`config.mk`:
```
export PLATFORM = sky130hd
export DESIGN_NAME = acts_cmd_queue
export DESIGN_NICKNAME = d
export VERILOG_FILES = /design/src/rtl/core/assert_macros.svh /design/src/rtl/core/acts_pkg.sv /design/src/rtl/core/acts_cmd_queue.sv
export SDC_FILE = /design/constraint.sdc
export NUM_CORES = 1
export LEC_CHECK = 0
export BUFFER_PORTS_ARGS = -buffer_cell sky130_fd_sc_hd__buf_2
export CORE_UTILIZATION = 46
export CTS_BUF_LIST = sky130_fd_sc_hd__clkbuf_8 sky130_fd_sc_hd__clkbuf_16
export DETAILED_ROUTE_END_ITERATION = 10
export PLACE_DENSITY_LB_ADDON = 0.12
export SYNTH_ARGS = -nofsm -noshare
export SYNTH_HDL_FRONTEND = slang
export SYNTH_SLANG_ARGS = --single-unit
export TNS_END_PERCENT = 10
```
`constraint.sdc`:
```
create_clock -name clk_i -period 4.6 [get_ports clk_i]
set_clock_uncertainty 0.05 [all_clocks]
set_input_delay 0.92 -clock clk_i [delete_from_list [all_inputs] [get_ports clk_i]]
set_output_delay 0.92 -clock clk_i [all_outputs]
set_load 0.02 [all_outputs]
```
`src/rtl/core/assert_macros.svh`:
```
// ----------------------------------------------------------------------------
// Assertion macros
// Concurrent assertion helpers for the text screen engine. They expand to
// nothing when SYNTHESIS is defined.
// ----------------------------------------------------------------------------
`ifndef ASSERT_MACROS_SVH
`define ASSERT_MACROS_SVH
`ifndef SYNTHESIS
// Property that must hold at every clock edge outside reset.
`define ACTS_ASSERT(lbl, clk, rstn, prop) \
  lbl: assert property (@(posedge clk) disable iff (!rstn) (prop)) \
    else $error("acts: assertion failed");
// The consequent must hold in the cycle after the antecedent.
`define ACTS_ASSERT_NEXT(lbl, clk, rstn, ante, cons) \
  lbl: assert property (@(posedge clk) disable iff (!rstn) (ante) |=> (cons)) \
    else $error("acts: assertion failed");
`else
`define ACTS_ASSERT(lbl, clk, rstn, prop)
`define ACTS_ASSERT_NEXT(lbl, clk, rstn, ante, cons)
`endif
`endif

```
`src/rtl/core/acts_pkg.sv`:
```
// ----------------------------------------------------------------------------
// acts_pkg
// Types, constants and the SGR helper function shared by the text screen engine.
// ----------------------------------------------------------------------------
package acts_pkg;

  localparam int MaxColumns = 128;
  localparam int MaxRows    = 64;
  localparam int MaxParams  = 16;
  localparam int QueueDepth = 2;

  localparam int ColW      = $clog2(MaxColumns);
  localparam int RowW      = $clog2(MaxRows);
  localparam int ColsW     = 8;
  localparam int RowsW     = 7;
  localparam int CellW     = 21;
  localparam int AttrW     = 13;
  localparam int ParamW    = 16;
  localparam int ParamIdxW = $clog2(MaxParams);
  localparam int ParamCntW = ParamIdxW + 1;
  localparam int QPtrW     = $clog2(QueueDepth);
  localparam int CfgIdxW   = 2;
  localparam int CfgDataW  = 8;

  localparam logic [ColsW-1:0] ColsReset = 8'd80;
  localparam logic [RowsW-1:0] RowsReset = 7'd24;

  typedef enum logic [CfgIdxW-1:0] {
    CFG_COLUMNS = 2'd0,
    CFG_ROWS    = 2'd1
  } cfg_reg_e;

  // Byte codes of the terminal stream.
  localparam logic [7:0] ChEsc      = 8'h1B;
  localparam logic [7:0] ChCr       = 8'h0D;
  localparam logic [7:0] ChLf       = 8'h0A;
  localparam logic [7:0] ChBs       = 8'h08;
  localparam logic [7:0] ChSpace    = 8'h20;
  localparam logic [7:0] ChCsiOpen  = 8'h5B;
  localparam logic [7:0] ChQuestion = 8'h3F;
  localparam logic [7:0] ChSemi     = 8'h3B;
  localparam logic [7:0] ChDigit0   = 8'h30;
  localparam logic [7:0] ChDigit9   = 8'h39;
  localparam logic [7:0] FinalLow   = 8'h40;
  localparam logic [7:0] FinalHigh  = 8'h7E;
  localparam logic [7:0] FinalCuu   = 8'h41;
  localparam logic [7:0] FinalCud   = 8'h42;
  localparam logic [7:0] FinalCuf   = 8'h43;
  localparam logic [7:0] FinalCub   = 8'h44;
  localparam logic [7:0] FinalCup   = 8'h48;
  localparam logic [7:0] FinalHvp   = 8'h66;
  localparam logic [7:0] FinalEd    = 8'h4A;
  localparam logic [7:0] FinalEl    = 8'h4B;
  localparam logic [7:0] FinalSgr   = 8'h6D;
  localparam logic [7:0] FinalSet   = 8'h68;
  localparam logic [7:0] FinalReset = 8'h6C;

  localparam logic [ParamW-1:0] ModeCursor = 16'd25;
  localparam logic [ParamW-1:0] ParamSat   = 16'hFFFF;

  typedef struct packed {
    logic       kind;
    logic [7:0] data_byte;
    logic [5:0] read_row;
    logic [6:0] read_column;
  } in_item_t;

  typedef struct packed {
    logic [7:0] cell_char;
    logic [4:0] cell_fg;
    logic [4:0] cell_bg;
    logic       cell_bold;
    logic       cell_underline;
    logic       cell_inverse;
    logic [5:0] cursor_row_out;
    logic [6:0] cursor_column_out;
    logic       cursor_shown;
    logic       wrap_pending;
    logic       scrolled;
  } out_item_t;

  typedef struct packed {
    logic       inverse;
    logic       underline;
    logic       bold;
    logic [4:0] bg;
    logic [4:0] fg;
  } attr_t;

  typedef struct packed {
    attr_t      attr;
    logic [7:0] ch;
  } cell_t;

  typedef enum logic [3:0] {
    OP_NOP,
    OP_READ,
    OP_PRINT,
    OP_CR,
    OP_LF,
    OP_BS,
    OP_UP,
    OP_DOWN,
    OP_RIGHT,
    OP_LEFT,
    OP_SETPOS,
    OP_ERASE_DISP,
    OP_ERASE_LINE,
    OP_SHOW,
    OP_HIDE
  } cmd_op_e;

  typedef struct packed {
    cmd_op_e           op;
    logic [7:0]        ch;
    attr_t             attr;
    logic [ParamW-1:0] arg0;
    logic [ParamW-1:0] arg1;
    logic [RowW-1:0]   rd_row;
    logic [ColW-1:0]   rd_col;
  } cmd_t;

  // One SGR parameter applied to the running attribute set.
  function automatic attr_t sgr_apply(attr_t a, logic [ParamW-1:0] p);
    attr_t r;
    r = a;
    priority if (p == 16'd0) begin
      r = '0;
    end else if (p == 16'd1) begin
      r.bold = 1'b1;
    end else if (p == 16'd4) begin
      r.underline = 1'b1;
    end else if (p == 16'd7) begin
      r.inverse = 1'b1;
    end else if (p == 16'd22) begin
      r.bold = 1'b0;
    end else if (p == 16'd24) begin
      r.underline = 1'b0;
    end else if (p == 16'd27) begin
      r.inverse = 1'b0;
    end else if (p >= 16'd30 && p <= 16'd37) begin
      r.fg = 5'(p - 16'd29);
    end else if (p == 16'd39) begin
      r.fg = '0;
    end else if (p >= 16'd40 && p <= 16'd47) begin
      r.bg = 5'(p - 16'd39);
    end else if (p == 16'd49) begin
      r.bg = '0;
    end else if (p >= 16'd90 && p <= 16'd97) begin
      r.fg = 5'(p - 16'd81);
    end else if (p >= 16'd100 && p <= 16'd107) begin
      r.bg = 5'(p - 16'd91);
    end
    return r;
  endfunction

endpackage

```
`src/rtl/core/acts_cmd_queue.sv`:
```
// ----------------------------------------------------------------------------
// acts_cmd_queue
// Short in-order command queue between the parser and the execution side.
// ----------------------------------------------------------------------------
module acts_cmd_queue import acts_pkg::*; (
  input  logic clk_i,
  input  logic rst_ni,
  input  logic push_i,
  input  cmd_t push_cmd_i,
  input  logic pop_i,
  output cmd_t head_o,
  output logic empty_o,
  output logic full_o
);

  cmd_t             entries_q [QueueDepth];
  logic [QPtrW-1:0] wr_q, rd_q;
  logic [QPtrW:0]   cnt_q;
  logic             do_push, do_pop;

  assign empty_o = (cnt_q == '0);
  assign full_o  = (cnt_q == (QPtrW + 1)'(QueueDepth));
  assign do_push = push_i && !full_o;
  assign do_pop  = pop_i && !empty_o;
  assign head_o  = entries_q[rd_q];

  always_ff @(posedge clk_i or negedge rst_ni) begin
    if (!rst_ni) begin
      wr_q  <= '0;
      rd_q  <= '0;
      cnt_q <= '0;
    end else begin
      if (do_push) begin
        wr_q <= wr_q + 1'b1;
      end
      if (do_pop) begin
        rd_q <= rd_q + 1'b1;
      end
      if (do_push && !do_pop) begin
        cnt_q <= cnt_q + 1'b1;
      end else if (do_pop && !do_push) begin
        cnt_q <= cnt_q - 1'b1;
      end
    end
  end

  always_ff @(posedge clk_i) begin
    if (do_push) begin
      entries_q[wr_q] <= push_cmd_i;
    end
  end

endmodule

```
==> summary.md <==
| Metric | Value |
|---|---|
| Failing checks | `design-rule violations` |
| CTS tree | `built` |
| Post-DR wirelength/cell | `16.6 um` |
| Placed cell count | `520` |
| NumNets Final | `471` |
| VDD IR max | `333 uV` |
| Final setup margin | `1310 ps` |
| Max Clk Rate | `304 MHz` |
| Rows | `39` |
| Slew Limit Headroom | `33.1%` |
| Sw Pwr | `1500 uW` |
| TritonCTS buffer count | `17` |
| Asr flop ratio synth | `2.78%` |
| Post-cts sizing count | `0` |
| WL final | `9140 um` |
| Seq cells post-synth | `144` |
| Outcome | `finished with violations` |
| DRC Markers | `7` |
| Unrepaired setup endpoints after global routing | `false` |
| Crit-path slowest cell | `dfrtp_4` |
| Aggregate global-route resource usage | `15.4%` |
| DR iter-0 viols | `133` |
| Pre-CTS worst setup slack | `1690 ps` |
| Vias in the first global route | `2770` |
| Initial Util | `48.0%` |
| Net Sw Frac | `29.3%` |
| Worst Setup End Kind | `primary output` |
| GP Congestion | `0.701` |
| Pwr dens | `720 nW/um2` |
| # IOs | `146` |
| Final Cycle Share | `71.5%` |
| Antenna violations before repair | `0` |
| CP Max Fanout | `45` |
| Crit path launch type | `register` |
| Register area share after synthesis | `76.9%` |
| Pwr Total | `5100 uW` |
| WS Path Type | `reg2out` |
| Required @ worst endpoint | `3630 ps` |
| HPWL after DPL | `5760 um` |
| Most common cell in the synthesized netlist | `edfxtp_1` |
| Mux contribution to synthesized area | `18.7%` |
| First-pass GRT wire length | `13900 um` |
| CTS root buf | `clkbuf_16` |
| Grt ovf | `0` |
| Post-Synth Adder-Cell Area | `0.223%` |
| Post-DRT Antenna Nets | `0` |
| Largest family of logic cells by synthesized area | `multiplexers` |
| Chip height | `112 um` |
| Warnings from Yosys | `0` |
| Post-Synthesis Cells | `237` |
| Synth cell count leaders | `140 x edfxtp_1, 69 x mux2_4, 7 x buf_12` |
| Cell accounting for the most synthesized area | `edfxtp_1` |
| Synth top area share | `75.1%` |
| Dominant cells by area after synthesis | `edfxtp_1 75%, mux2_4 19%, buf_12 2.5%, dfrtp_1 1.8%, xnor2_1 0.47%` |
| Largest net degree at the start of global routing | `71` |
| Post-synth top flop | `edfxtp_1` |
| Reg power frac | `39.0%` |
| Area delta synth->final | `26.6%` |
| Via Count | `2660` |
| Crit-path max cell delay | `990 ps` |
| Logic gate share of total power | `30.2%` |
| Core ar. | `11700 um2` |
| Cell class contributing the biggest share of worst-path delay | `flip-flops` |
| Synthesized area | `5600 um2` |
| Area of all sequential standard cells | `4310 um2` |
| Post-CTS setup buffer count | `0` |
| Data arrival, critical path | `2320 ps` |
| Drt pass-1 iters | `7` |
| Minimum clock period | `3290 ps` |
| Post-Synth XOR/XNOR Area | `0.782%` |
| Antenna diode count | `0` |
| Cell variety after synth | `15` |
| Mean post-synth cell area | `23.6 um2` |
| Full die area | `12600 um2` |
| Final non-filler cell total | `552` |
| Vias per cell | `4.82` |
| Clock share of power | `30.7%` |
| Synth Area in Compound Gates | `0.0894%` |
| Final TNS setup | `0 ps` |
| Layout cells sized above 1 | `61.6%` |
| Setup violators final | `0` |
| CTS max path bufs | `2` |
| Post-Synth Simple-Gate Area | `0.492%` |
| CTS clk-pin slew, worst paths | `60 ps` |
| Syn nets | `312` |
| Internal cell power | `3610 uW` |
| Clock Latency Late Sink | `410 ps` |
| Leakage Power | `0.00291 uW` |
| PortBufs | `145` |
| Hold buffers post-CTS | `0` |
| Type of the worst min-delay path | `in2async` |
| Number of synthesized flops with an enable pin | `140` |
| Multi-input logic area | `1150 um2` |
| Hold Vio Cnt, Final | `0` |
| CP Cell Sequence | `buf_4, mux2_4, buf_2` |
| CTS sink cnt | `144` |
| Die width | `112 um` |
| Layout fillers | `885` |
| Slew Viols, Final | `0` |
| Worst slew pin tran | `1000 ps` |
| Max Cap Viol | `0` |
| Buf/Inv on CP | `2` |
| H-tree levels | `4` |
-- per-layer routing --
metal,track usage [%],part of all wire (%)
met1,16.9,39
met3,5.67,6.7
met2,25.7,52
met5,0,0
met4,9.24,2.4
-- registers in the layout, indices dropped and copies added (netlist names) --
register	flops
rd_q	1
cnt_q	2
entries_q	140
wr_q	1
-- cells by family after synthesis --
logic type | count (synthesis)
DFF | 144
muxes | 70
buffers and inverters | 10
and+or+nand+nor | 6
xor gates and xnor gates | 5
AOI/OAI and AO/OA | 1
adders and majority gates | 1
-- cells in the final DEF, fill, tap and decap left out --
| master | n |
|---|---|
| mux2_2 | 1 |
| mux2_4 | 69 |
| ha_1 | 1 |
| bufinv_16 | 7 |
| nor2_1 | 2 |
| buf_4 | 2 |
| xnor2_1 | 3 |
| and3_4 | 1 |
| clkbuf_8 | 1 |
| inv_1 | 3 |
| clkinv_2 | 6 |
| edfxtp_1 | 140 |
| xor2_1 | 2 |
| dfrtp_1 | 3 |
| o21ai_1 | 1 |
| nand2_1 | 1 |
| nand2b_1 | 1 |
| nor2_4 | 1 |
| clkbuf_16 | 17 |
| buf_12 | 1 |
| dfrtp_4 | 1 |
| buf_2 | 145 |
-- worst paths after layout --
path / from / endpoint / slack [ps] / depth (start not counted)
min: rst_ni / rd_q / 250 / 1
max: rd_q / head_o[46] / 1310 / 3
min in group clk_i: cnt_q[1] / cnt_q[1] / 490 / 1
max in group asynchronous: rst_ni / rd_q / 4120 / 1
min reg2reg: cnt_q[1] / cnt_q[1] / 490 / 1
max reg2reg: cnt_q[0] / entries_q[0][38] / 2320 / 4
-- final cells by class --
type,count,share of cell area [%]
flip-flops and latches,144,60.8
clock buffers,18,6.20
well taps,143,2.52
repair buffers,148,10.7
clock inverters,14,3.44
inverters,2,0.106
multi-input cells,83,16.2
-- power by group through the flow --
stage	sequential [uW]	combinational [uW]	clock, uW
after global routing	2030	1640	1650
after global placement	2020	1560	0
after CTS	2000	1570	1600
after floorplan	1910	1350	0
after detailed placement	2030	1570	0
final	1990	1540	1570
-- metrics by stage --
step                      cell area, um2  hold WS (ps)  utilization (%)
after floorplan                     5600           411                -
final                               7090           248             60.8
after global placement              6400           470             54.9
after CTS                           7090           228             60.8
after global routing                7090           236             60.8
after detailed placement            6400           476             54.9
Power figures use the tool's default switching activity.
