===== src/rtl/core/assert_macros.svh =====
// ----------------------------------------------------------------------------
// Assertion macros
// Concurrent assertion helpers for the text screen engine. They expand to
// nothing when SYNTHESIS is defined.
// ----------------------------------------------------------------------------
`ifndef ASSERT_MACROS_SVH
`define ASSERT_MACROS_SVH
`ifndef SYNTHESIS
// Property that must hold at every clock edge outside reset.
`define ACTS_ASSERT(lbl, clk, rstn, prop) \
  lbl: assert property (@(posedge clk) disable iff (!rstn) (prop)) \
    else $error("acts: assertion failed");
// The consequent must hold in the cycle after the antecedent.
`define ACTS_ASSERT_NEXT(lbl, clk, rstn, ante, cons) \
  lbl: assert property (@(posedge clk) disable iff (!rstn) (ante) |=> (cons)) \
    else $error("acts: assertion failed");
`else
`define ACTS_ASSERT(lbl, clk, rstn, prop)
`define ACTS_ASSERT_NEXT(lbl, clk, rstn, ante, cons)
`endif
`endif


===== src/rtl/core/acts_pkg.sv =====
// ----------------------------------------------------------------------------
// acts_pkg
// Types, constants and the SGR helper function shared by the text screen engine.
// ----------------------------------------------------------------------------
package acts_pkg;

  localparam int MaxColumns = 128;
  localparam int MaxRows    = 64;
  localparam int MaxParams  = 16;
  localparam int QueueDepth = 2;

  localparam int ColW      = $clog2(MaxColumns);
  localparam int RowW      = $clog2(MaxRows);
  localparam int ColsW     = 8;
  localparam int RowsW     = 7;
  localparam int CellW     = 21;
  localparam int AttrW     = 13;
  localparam int ParamW    = 16;
  localparam int ParamIdxW = $clog2(MaxParams);
  localparam int ParamCntW = ParamIdxW + 1;
  localparam int QPtrW     = $clog2(QueueDepth);
  localparam int CfgIdxW   = 2;
  localparam int CfgDataW  = 8;

  localparam logic [ColsW-1:0] ColsReset = 8'd80;
  localparam logic [RowsW-1:0] RowsReset = 7'd24;

  typedef enum logic [CfgIdxW-1:0] {
    CFG_COLUMNS = 2'd0,
    CFG_ROWS    = 2'd1
  } cfg_reg_e;

  // Byte codes of the terminal stream.
  localparam logic [7:0] ChEsc      = 8'h1B;
  localparam logic [7:0] ChCr       = 8'h0D;
  localparam logic [7:0] ChLf       = 8'h0A;
  localparam logic [7:0] ChBs       = 8'h08;
  localparam logic [7:0] ChSpace    = 8'h20;
  localparam logic [7:0] ChCsiOpen  = 8'h5B;
  localparam logic [7:0] ChQuestion = 8'h3F;
  localparam logic [7:0] ChSemi     = 8'h3B;
  localparam logic [7:0] ChDigit0   = 8'h30;
  localparam logic [7:0] ChDigit9   = 8'h39;
  localparam logic [7:0] FinalLow   = 8'h40;
  localparam logic [7:0] FinalHigh  = 8'h7E;
  localparam logic [7:0] FinalCuu   = 8'h41;
  localparam logic [7:0] FinalCud   = 8'h42;
  localparam logic [7:0] FinalCuf   = 8'h43;
  localparam logic [7:0] FinalCub   = 8'h44;
  localparam logic [7:0] FinalCup   = 8'h48;
  localparam logic [7:0] FinalHvp   = 8'h66;
  localparam logic [7:0] FinalEd    = 8'h4A;
  localparam logic [7:0] FinalEl    = 8'h4B;
  localparam logic [7:0] FinalSgr   = 8'h6D;
  localparam logic [7:0] FinalSet   = 8'h68;
  localparam logic [7:0] FinalReset = 8'h6C;

  localparam logic [ParamW-1:0] ModeCursor = 16'd25;
  localparam logic [ParamW-1:0] ParamSat   = 16'hFFFF;

  typedef struct packed {
    logic       kind;
    logic [7:0] data_byte;
    logic [5:0] read_row;
    logic [6:0] read_column;
  } in_item_t;

  typedef struct packed {
    logic [7:0] cell_char;
    logic [4:0] cell_fg;
    logic [4:0] cell_bg;
    logic       cell_bold;
    logic       cell_underline;
    logic       cell_inverse;
    logic [5:0] cursor_row_out;
    logic [6:0] cursor_column_out;
    logic       cursor_shown;
    logic       wrap_pending;
    logic       scrolled;
  } out_item_t;

  typedef struct packed {
    logic       inverse;
    logic       underline;
    logic       bold;
    logic [4:0] bg;
    logic [4:0] fg;
  } attr_t;

  typedef struct packed {
    attr_t      attr;
    logic [7:0] ch;
  } cell_t;

  typedef enum logic [3:0] {
    OP_NOP,
    OP_READ,
    OP_PRINT,
    OP_CR,
    OP_LF,
    OP_BS,
    OP_UP,
    OP_DOWN,
    OP_RIGHT,
    OP_LEFT,
    OP_SETPOS,
    OP_ERASE_DISP,
    OP_ERASE_LINE,
    OP_SHOW,
    OP_HIDE
  } cmd_op_e;

  typedef struct packed {
    cmd_op_e           op;
    logic [7:0]        ch;
    attr_t             attr;
    logic [ParamW-1:0] arg0;
    logic [ParamW-1:0] arg1;
    logic [RowW-1:0]   rd_row;
    logic [ColW-1:0]   rd_col;
  } cmd_t;

  // One SGR parameter applied to the running attribute set.
  function automatic attr_t sgr_apply(attr_t a, logic [ParamW-1:0] p);
    attr_t r;
    r = a;
    priority if (p == 16'd0) begin
      r = '0;
    end else if (p == 16'd1) begin
      r.bold = 1'b1;
    end else if (p == 16'd4) begin
      r.underline = 1'b1;
    end else if (p == 16'd7) begin
      r.inverse = 1'b1;
    end else if (p == 16'd22) begin
      r.bold = 1'b0;
    end else if (p == 16'd24) begin
      r.underline = 1'b0;
    end else if (p == 16'd27) begin
      r.inverse = 1'b0;
    end else if (p >= 16'd30 && p <= 16'd37) begin
      r.fg = 5'(p - 16'd29);
    end else if (p == 16'd39) begin
      r.fg = '0;
    end else if (p >= 16'd40 && p <= 16'd47) begin
      r.bg = 5'(p - 16'd39);
    end else if (p == 16'd49) begin
      r.bg = '0;
    end else if (p >= 16'd90 && p <= 16'd97) begin
      r.fg = 5'(p - 16'd81);
    end else if (p >= 16'd100 && p <= 16'd107) begin
      r.bg = 5'(p - 16'd91);
    end
    return r;
  endfunction

endpackage


===== src/rtl/core/acts_front.sv =====
// ----------------------------------------------------------------------------
// acts_front
// Byte parser: ground, ESC and CSI phases, parameter collection and SGR.
// Turns every accepted item into one command for the execution side.
// ----------------------------------------------------------------------------
module acts_front import acts_pkg::*; (
  input  logic     clk_i,
  input  logic     rst_ni,
  input  logic     in_valid_i,
  input  in_item_t in_data_i,
  output logic     in_stall_o,
  input  logic     hold_i,
  input  logic     q_full_i,
  output logic     push_o,
  output cmd_t     push_cmd_o
);

  typedef enum logic [1:0] {PH_GROUND, PH_ESC, PH_CSI} phase_e;
  typedef enum logic {F_RUN, F_SGR} fstate_e;

  phase_e                phase_q, phase_d;
  fstate_e               fstate_q, fstate_d;
  logic [ParamW-1:0]     store_q [MaxParams];
  logic [ParamCntW-1:0]  count_q, count_d;
  logic [ParamW-1:0]     accum_q, accum_d;
  logic                  seen_q, seen_d;
  logic                  priv_q, priv_d;
  attr_t                 attr_q, attr_d;
  logic [ParamCntW-1:0]  sgr_idx_q, sgr_idx_d;

  logic                  accept;
  logic                  st_we;
  logic [7:0]            b;
  logic [ParamW-1:0]     cur_val, first, second, n_val;
  logic                  can_store;
  logic [ParamW+3:0]     digit_sum;
  cmd_t                  cmd;

  assign in_stall_o = (fstate_q != F_RUN) || q_full_i || hold_i;
  assign accept     = in_valid_i && !in_stall_o;
  assign b          = in_data_i.data_byte;
  assign cur_val    = seen_q ? accum_q : '0;
  assign can_store  = count_q < ParamCntW'(MaxParams);
  // At a final byte the value in progress becomes the next stored parameter.
  assign first      = (count_q == '0) ? cur_val : store_q[0];
  assign second     = (count_q == ParamCntW'(1)) ? cur_val : store_q[1];
  assign n_val      = (first == '0) ? ParamW'(1) : first;
  assign digit_sum  = {1'b0, accum_q, 3'b0} + {3'b0, accum_q, 1'b0}
                    + {16'b0, 4'(b - ChDigit0)};

  always_comb begin
    phase_d   = phase_q;
    fstate_d  = fstate_q;
    count_d   = count_q;
    accum_d   = accum_q;
    seen_d    = seen_q;
    priv_d    = priv_q;
    attr_d    = attr_q;
    sgr_idx_d = sgr_idx_q;
    st_we     = 1'b0;
    push_o    = 1'b0;
    cmd        = '0;
    cmd.op     = OP_NOP;
    cmd.ch     = b;
    cmd.attr   = attr_q;
    cmd.arg0   = n_val;
    cmd.rd_row = in_data_i.read_row;
    cmd.rd_col = in_data_i.read_column;

    if (fstate_q == F_SGR) begin
      if (sgr_idx_q < count_q) begin
        attr_d    = sgr_apply(attr_q, store_q[sgr_idx_q[ParamIdxW-1:0]]);
        sgr_idx_d = sgr_idx_q + 1'b1;
      end else if (!q_full_i) begin
        push_o   = 1'b1;
        fstate_d = F_RUN;
      end
    end else if (accept) begin
      push_o = 1'b1;
      if (in_data_i.kind) begin
        cmd.op = OP_READ;
      end else begin
        unique case (phase_q)
          PH_ESC: begin
            if (b == ChCsiOpen) begin
              phase_d = PH_CSI;
              count_d = '0;
              accum_d = '0;
              seen_d  = 1'b0;
              priv_d  = 1'b0;
            end else begin
              phase_d = PH_GROUND;
            end
          end
          PH_CSI: begin
            priority if (b == ChQuestion && count_q == '0 && !seen_q) begin
              priv_d = 1'b1;
            end else if (b >= ChDigit0 && b <= ChDigit9) begin
              accum_d = (digit_sum > {4'b0, ParamSat}) ? ParamSat : digit_sum[ParamW-1:0];
              seen_d  = 1'b1;
            end else if (b == ChSemi || (b >= FinalLow && b <= FinalHigh)) begin
              if (can_store) begin
                st_we   = 1'b1;
                count_d = count_q + 1'b1;
              end
              accum_d = '0;
              seen_d  = 1'b0;
              if (b != ChSemi) begin
                phase_d = PH_GROUND;
                case (b)
                  FinalCuu: cmd.op = OP_UP;
                  FinalCud: cmd.op = OP_DOWN;
                  FinalCuf: cmd.op = OP_RIGHT;
                  FinalCub: cmd.op = OP_LEFT;
                  FinalCup, FinalHvp: begin
                    cmd.op   = OP_SETPOS;
                    cmd.arg0 = n_val - 1'b1;
                    cmd.arg1 = (count_q != '0 && second != '0) ? second - 1'b1 : '0;
                  end
                  FinalEd: begin
                    cmd.op   = OP_ERASE_DISP;
                    cmd.arg0 = first;
                  end
                  FinalEl: begin
                    cmd.op   = OP_ERASE_LINE;
                    cmd.arg0 = first;
                  end
                  FinalSgr: begin
                    // The attribute update walks the stored list first.
                    push_o    = 1'b0;
                    fstate_d  = F_SGR;
                    sgr_idx_d = '0;
                  end
                  FinalSet: cmd.op = (priv_q && first == ModeCursor) ? OP_SHOW : OP_NOP;
                  FinalReset: cmd.op = (priv_q && first == ModeCursor) ? OP_HIDE : OP_NOP;
                  default: cmd.op = OP_NOP;
                endcase
              end
            end
          end
          PH_GROUND: begin
            priority if (b == ChEsc) begin
              phase_d = PH_ESC;
            end else if (b == ChCr) begin
              cmd.op = OP_CR;
            end else if (b == ChLf) begin
              cmd.op = OP_LF;
            end else if (b == ChBs) begin
              cmd.op = OP_BS;
            end else if (b >= ChSpace) begin
              cmd.op = OP_PRINT;
            end
          end
          default: phase_d = PH_GROUND;
        endcase
      end
    end
  end

  assign push_cmd_o = cmd;

  always_ff @(posedge clk_i or negedge rst_ni) begin
    if (!rst_ni) begin
      phase_q   <= PH_GROUND;
      fstate_q  <= F_RUN;
      count_q   <= '0;
      accum_q   <= '0;
      seen_q    <= 1'b0;
      priv_q    <= 1'b0;
      attr_q    <= '0;
      sgr_idx_q <= '0;
    end else begin
      phase_q   <= phase_d;
      fstate_q  <= fstate_d;
      count_q   <= count_d;
      accum_q   <= accum_d;
      seen_q    <= seen_d;
      priv_q    <= priv_d;
      attr_q    <= attr_d;
      sgr_idx_q <= sgr_idx_d;
    end
  end

  always_ff @(posedge clk_i) begin
    if (st_we) begin
      store_q[count_q[ParamIdxW-1:0]] <= cur_val;
    end
  end

endmodule


===== config.mk =====
export PLATFORM = sky130hd
export DESIGN_NAME = acts_front
export DESIGN_NICKNAME = d
export VERILOG_FILES = /design/src/rtl/core/assert_macros.svh /design/src/rtl/core/acts_pkg.sv /design/src/rtl/core/acts_front.sv
export SDC_FILE = /design/constraint.sdc
export NUM_CORES = 1
export LEC_CHECK = 0
export ABC_CLOCK_PERIOD_IN_PS = 3900
export BUFFER_PORTS_ARGS = -buffer_cell sky130_fd_sc_hd__buf_4
export CORE_MARGIN = 2
export CORE_UTILIZATION = 40
export CTS_CLUSTER_SIZE = 25
export DETAILED_ROUTE_END_ITERATION = 7
export PLACE_DENSITY_LB_ADDON = 0.25
export SLEW_MARGIN = 20
export SYNTH_ARGS = -nofsm -noshare
export SYNTH_HDL_FRONTEND = slang
export SYNTH_SLANG_ARGS = --single-unit

===== constraint.sdc =====
create_clock -name clk_i -period 3.9 [get_ports clk_i]
set_input_delay 0.78 -clock clk_i [delete_from_list [all_inputs] [get_ports clk_i]]
set_output_delay 0.78 -clock clk_i [all_outputs]
set_load 0.01 [all_outputs]

==> results.cfg <==
[outcome]
run_status = finished with violations
violations = negative setup slack

[synth]
syn-cell-area_um2 = 14800
post_synth_num_cell_types = 78
yosys_warnings = 0
synth.net_count = 1277
synth_seq_cells = 300
yosysMostFrequentCell = sky130_fd_sc_hd__edfxtp_1
yosysTopAreaCell = sky130_fd_sc_hd__edfxtp_1
netlist_top_cells_count = sky130_fd_sc_hd__edfxtp_1, sky130_fd_sc_hd__nor2_1, sky130_fd_sc_hd__a21oi_1, sky130_fd_sc_hd__nand2_1, sky130_fd_sc_hd__o21ai_0
synth.area.top_cells = sky130_fd_sc_hd__edfxtp_1, sky130_fd_sc_hd__dfrtp_1, sky130_fd_sc_hd__mux4_2
synthCells = 1201
synth_top_area_frac = 0.519
dominantRegCellSynth = sky130_fd_sc_hd__edfxtp_1
synth-seq-area-share = 0.593
syn_area_per_cell_um2 = 12.3
async_flop_share = 0.147
number_of_enable_type_register_cells_in_the_synthesized_netlist = 256

[floorplanning]
top_level_ports = 99
initial_core_utilization = 0.405
core-area_um2 = 36500
fp.dieArea_um2 = 38600
die-width_um = 196
core.rowCount = 70
die_h_um = 196

[routing]
drc = 0
routed-via-count = 10600
totalWireLength_um = 38300
wl_per_cell_um = 20.2
dr.first_iter.drc_count = 727
antenna_violating_nets_post_route = 0
firstDrtPassIters = 5
via_per_inst = 5.60

[sta]
whs_ns = 0.265
worstMarginPinSlew_ns = 0.673
fmaxAchievable_mhz = 222
timing.final.max_slew_violations = 0
clock_skew_ns = 0.0248
maxSlewHeadroom = 0.551
finalWorstSetupSlack_ns = -0.596
grt_setup_unrepaired = yes
final_min_period_over_clock_period = 1.15
finalCriticalPeriod_ns = 4.50
report.final.setup_viol = 34
final_hold_viol_count = 0

[cts]
worstSkewPairLatency_ns = 0.53
cts_hold_repair.buffers = 0
cts_root_buf = sky130_fd_sc_hd__clkbuf_16
cts_num_sinks = 300
cts_max_level = 2
num_cts_buffers = 34
clock_tree.buffer_depth = 3
tritoncts = done
cts.reportedPaths.clkPinSlew_ns = 0.06

[placement]
hpwl_um = 26600
globalplace.congestion = 0.906
io_port_bufs = 72

[global_route]
grt-ovfl-total = 0
grt_antenna_before_repair = 0
first_global_vias = 10500
track_usage = 0.198
grt_pass1_wl_um = 59200
grt_max_degree = 45

[job]
maxCapViolCount = 0

[pwr]
vdd_drop_max_mv = 0.330
power_per_standard_cell_area_nw_per_um2 = 361
static_leakage_power_nw = 7.80

[worst_setup_path]
cp_data_arrival_time_ns = 3.72
critPathMaxStageDelay_ns = 0.54
crit_path_start_kind = register
reg2reg_depth = 13
crit_family = simple AND/OR/NAND/NOR gates
timing.critical_path.to_type = output pin
worst_path_buffer_plus_inverter_count = 3
worst-r2r-setup-slack_ns = 0.18
crit_slowest_cell = sky130_fd_sc_hd__or4b_4
worst-path-stages = 16
crit_path_cell_trace = inv_2 -> ha_4 -> or4b_4 -> mux2i_1 -> inv_1 -> nand4_1 -> nand2b_4 -> nor2b_4 -> ha_4 -> o2111ai_4 -> or3_4 -> nor2_4 -> and3_4 -> o21ai_2 -> mux2i_2 -> buf_4
cpMostUsedCell = sky130_fd_sc_hd__ha_4
worstPathMaxFanout = 6
worst-endpoint-required_ns = 3.12
critical_path_class = register to output pin

[finish]
final_core_utilization = 0.506
diode_count = 0
areaGrowthSynthToFinish_pct = 24.7
final_nets = 1480
final_layout_size_suffix_gt1_frac = 0.294

[hold_path]
hold_class = input pin to asynchronous set/reset pin
-- metal layers --
metal | up-vias | track usage | share of wire
li1 | 4913 | - | -
met1 | 5273 | 0.272 | 0.44
met2 | 356 | 0.319 | 0.47
met3 | 74 | 0.0370 | 0.063
met4 | 0 | 0.0645 | 0.027
met5 | - | 0 | 0
-- kinds of logic after synthesis --
family                   share of synthesized area
AO/OA/AOI/OAI                                0.108
XOR/XNOR                                    0.0225
adder cells (fa/ha/maj)                     0.0424
buffers and inverters                       0.0385
flip-flops                                   0.593
multiplexers                                0.0658
AND/OR/NAND/NOR                              0.129
-- report_power, final --
group	internal [mW]	total, mW	switching [mW]	leakage (nW)
registers	3.44	3.44	0.000518	3.57
clock network	1.76	3.05	1.29	0.505
logic	0.0899	0.191	0.101	3.72
-- layout make-up --
type | instances | area, um^2
well taps | 468 | 586
repair buffers | 239 | 1950
clock buffers | 42 | 881
flip-flops and latches | 300 | 8790
clock inverters | 17 | 176
fillers | 3176 | 18000
multi-input cells | 788 | 5930
inverters | 41 | 154
-- registers in the layout (all words and copies together), names as in the netlist --
register,cells
accum_q,16
store_q,256
fstate_q,1
phase_q,2
sgr_idx_q,5
priv_q,1
seen_q,1
count_q,5
push_cmd_o,13
-- final timing paths --
kind / from / to
worst max register to register: accum_q[2] / accum_q[0]
min in group clk_i: push_cmd_o[47] / push_cmd_o[47]
max in group asynchronous: rst_ni / sgr_idx_q[0]
worst min register to register: push_cmd_o[47] / push_cmd_o[47]
worst max-delay path: count_q[0] / push_cmd_o[43]
worst min-delay path: rst_ni / phase_q[0]
-- timing repair --
action | 4_1_cts | 5_1_grt
setup endpoints to repair | 39 | 58
buffers inserted | 20 | 16
cloned | 1 | 0
gates resized for setup | 68 | 31
pin swaps | 18 | 15
endpoints found under the hold margin | 0 | 0
-- worst register-to-register path, stage by stage (launching register included) --
cell	delay, ns
sky130_fd_sc_hd__dfrtp_2	0.50
sky130_fd_sc_hd__fa_1	0.48
sky130_fd_sc_hd__ha_1	0.30
sky130_fd_sc_hd__a21o_1	0.17
sky130_fd_sc_hd__a21oi_1	0.22
sky130_fd_sc_hd__o21ai_0	0.18
sky130_fd_sc_hd__a2111o_1	0.50
sky130_fd_sc_hd__a41oi_2	0.24
sky130_fd_sc_hd__o21ai_0	0.16
sky130_fd_sc_hd__and2_1	0.21
sky130_fd_sc_hd__nand4b_1	0.19
sky130_fd_sc_hd__a21oi_2	0.20
sky130_fd_sc_hd__buf_12	0.16
sky130_fd_sc_hd__a21oi_1	0.09
-- metrics by stage --
stage / cells / power, mW / setup slack (ns) / area [um^2] / setup TNS [ns]
floorplan: 1201 / 3.60 / -0.0923 / 15000 / -0.183
finish: 1895 / 6.68 / -0.596 / 18500 / -8.39
global route: 1895 / 6.87 / -0.752 / 18500 / -13.19
global placement: 1806 / 3.66 / -0.170 / 16700 / -2.49
CTS: 1885 / 6.72 / -0.641 / 18200 / -6.29
detailed placement: 1806 / 3.66 / -0.221 / 16700 / -3.69
-- cell usage in the layout (no fill, tap or decap), drive strengths merged, types with 7 or more instances in the layout --
cell and instances:
nor3 32, mux4 33, and3 11, xnor2 23
buf 239, o21ai 66, mux2i 10, inv 43
nor2b 15, a21oi 104, a211oi 8, or3 7
nor2 112, clkbuf 42, and2 8, a31oi 7
nor4 31, clkinv 10, xor2 15, nand2 97
a22oi 14, mux2 9, dfrtp 44, edfxtp 256
nand2b 13, nand4 7, nand3 25, ha 47
or2 10
(Power assumes the default switching activity.)
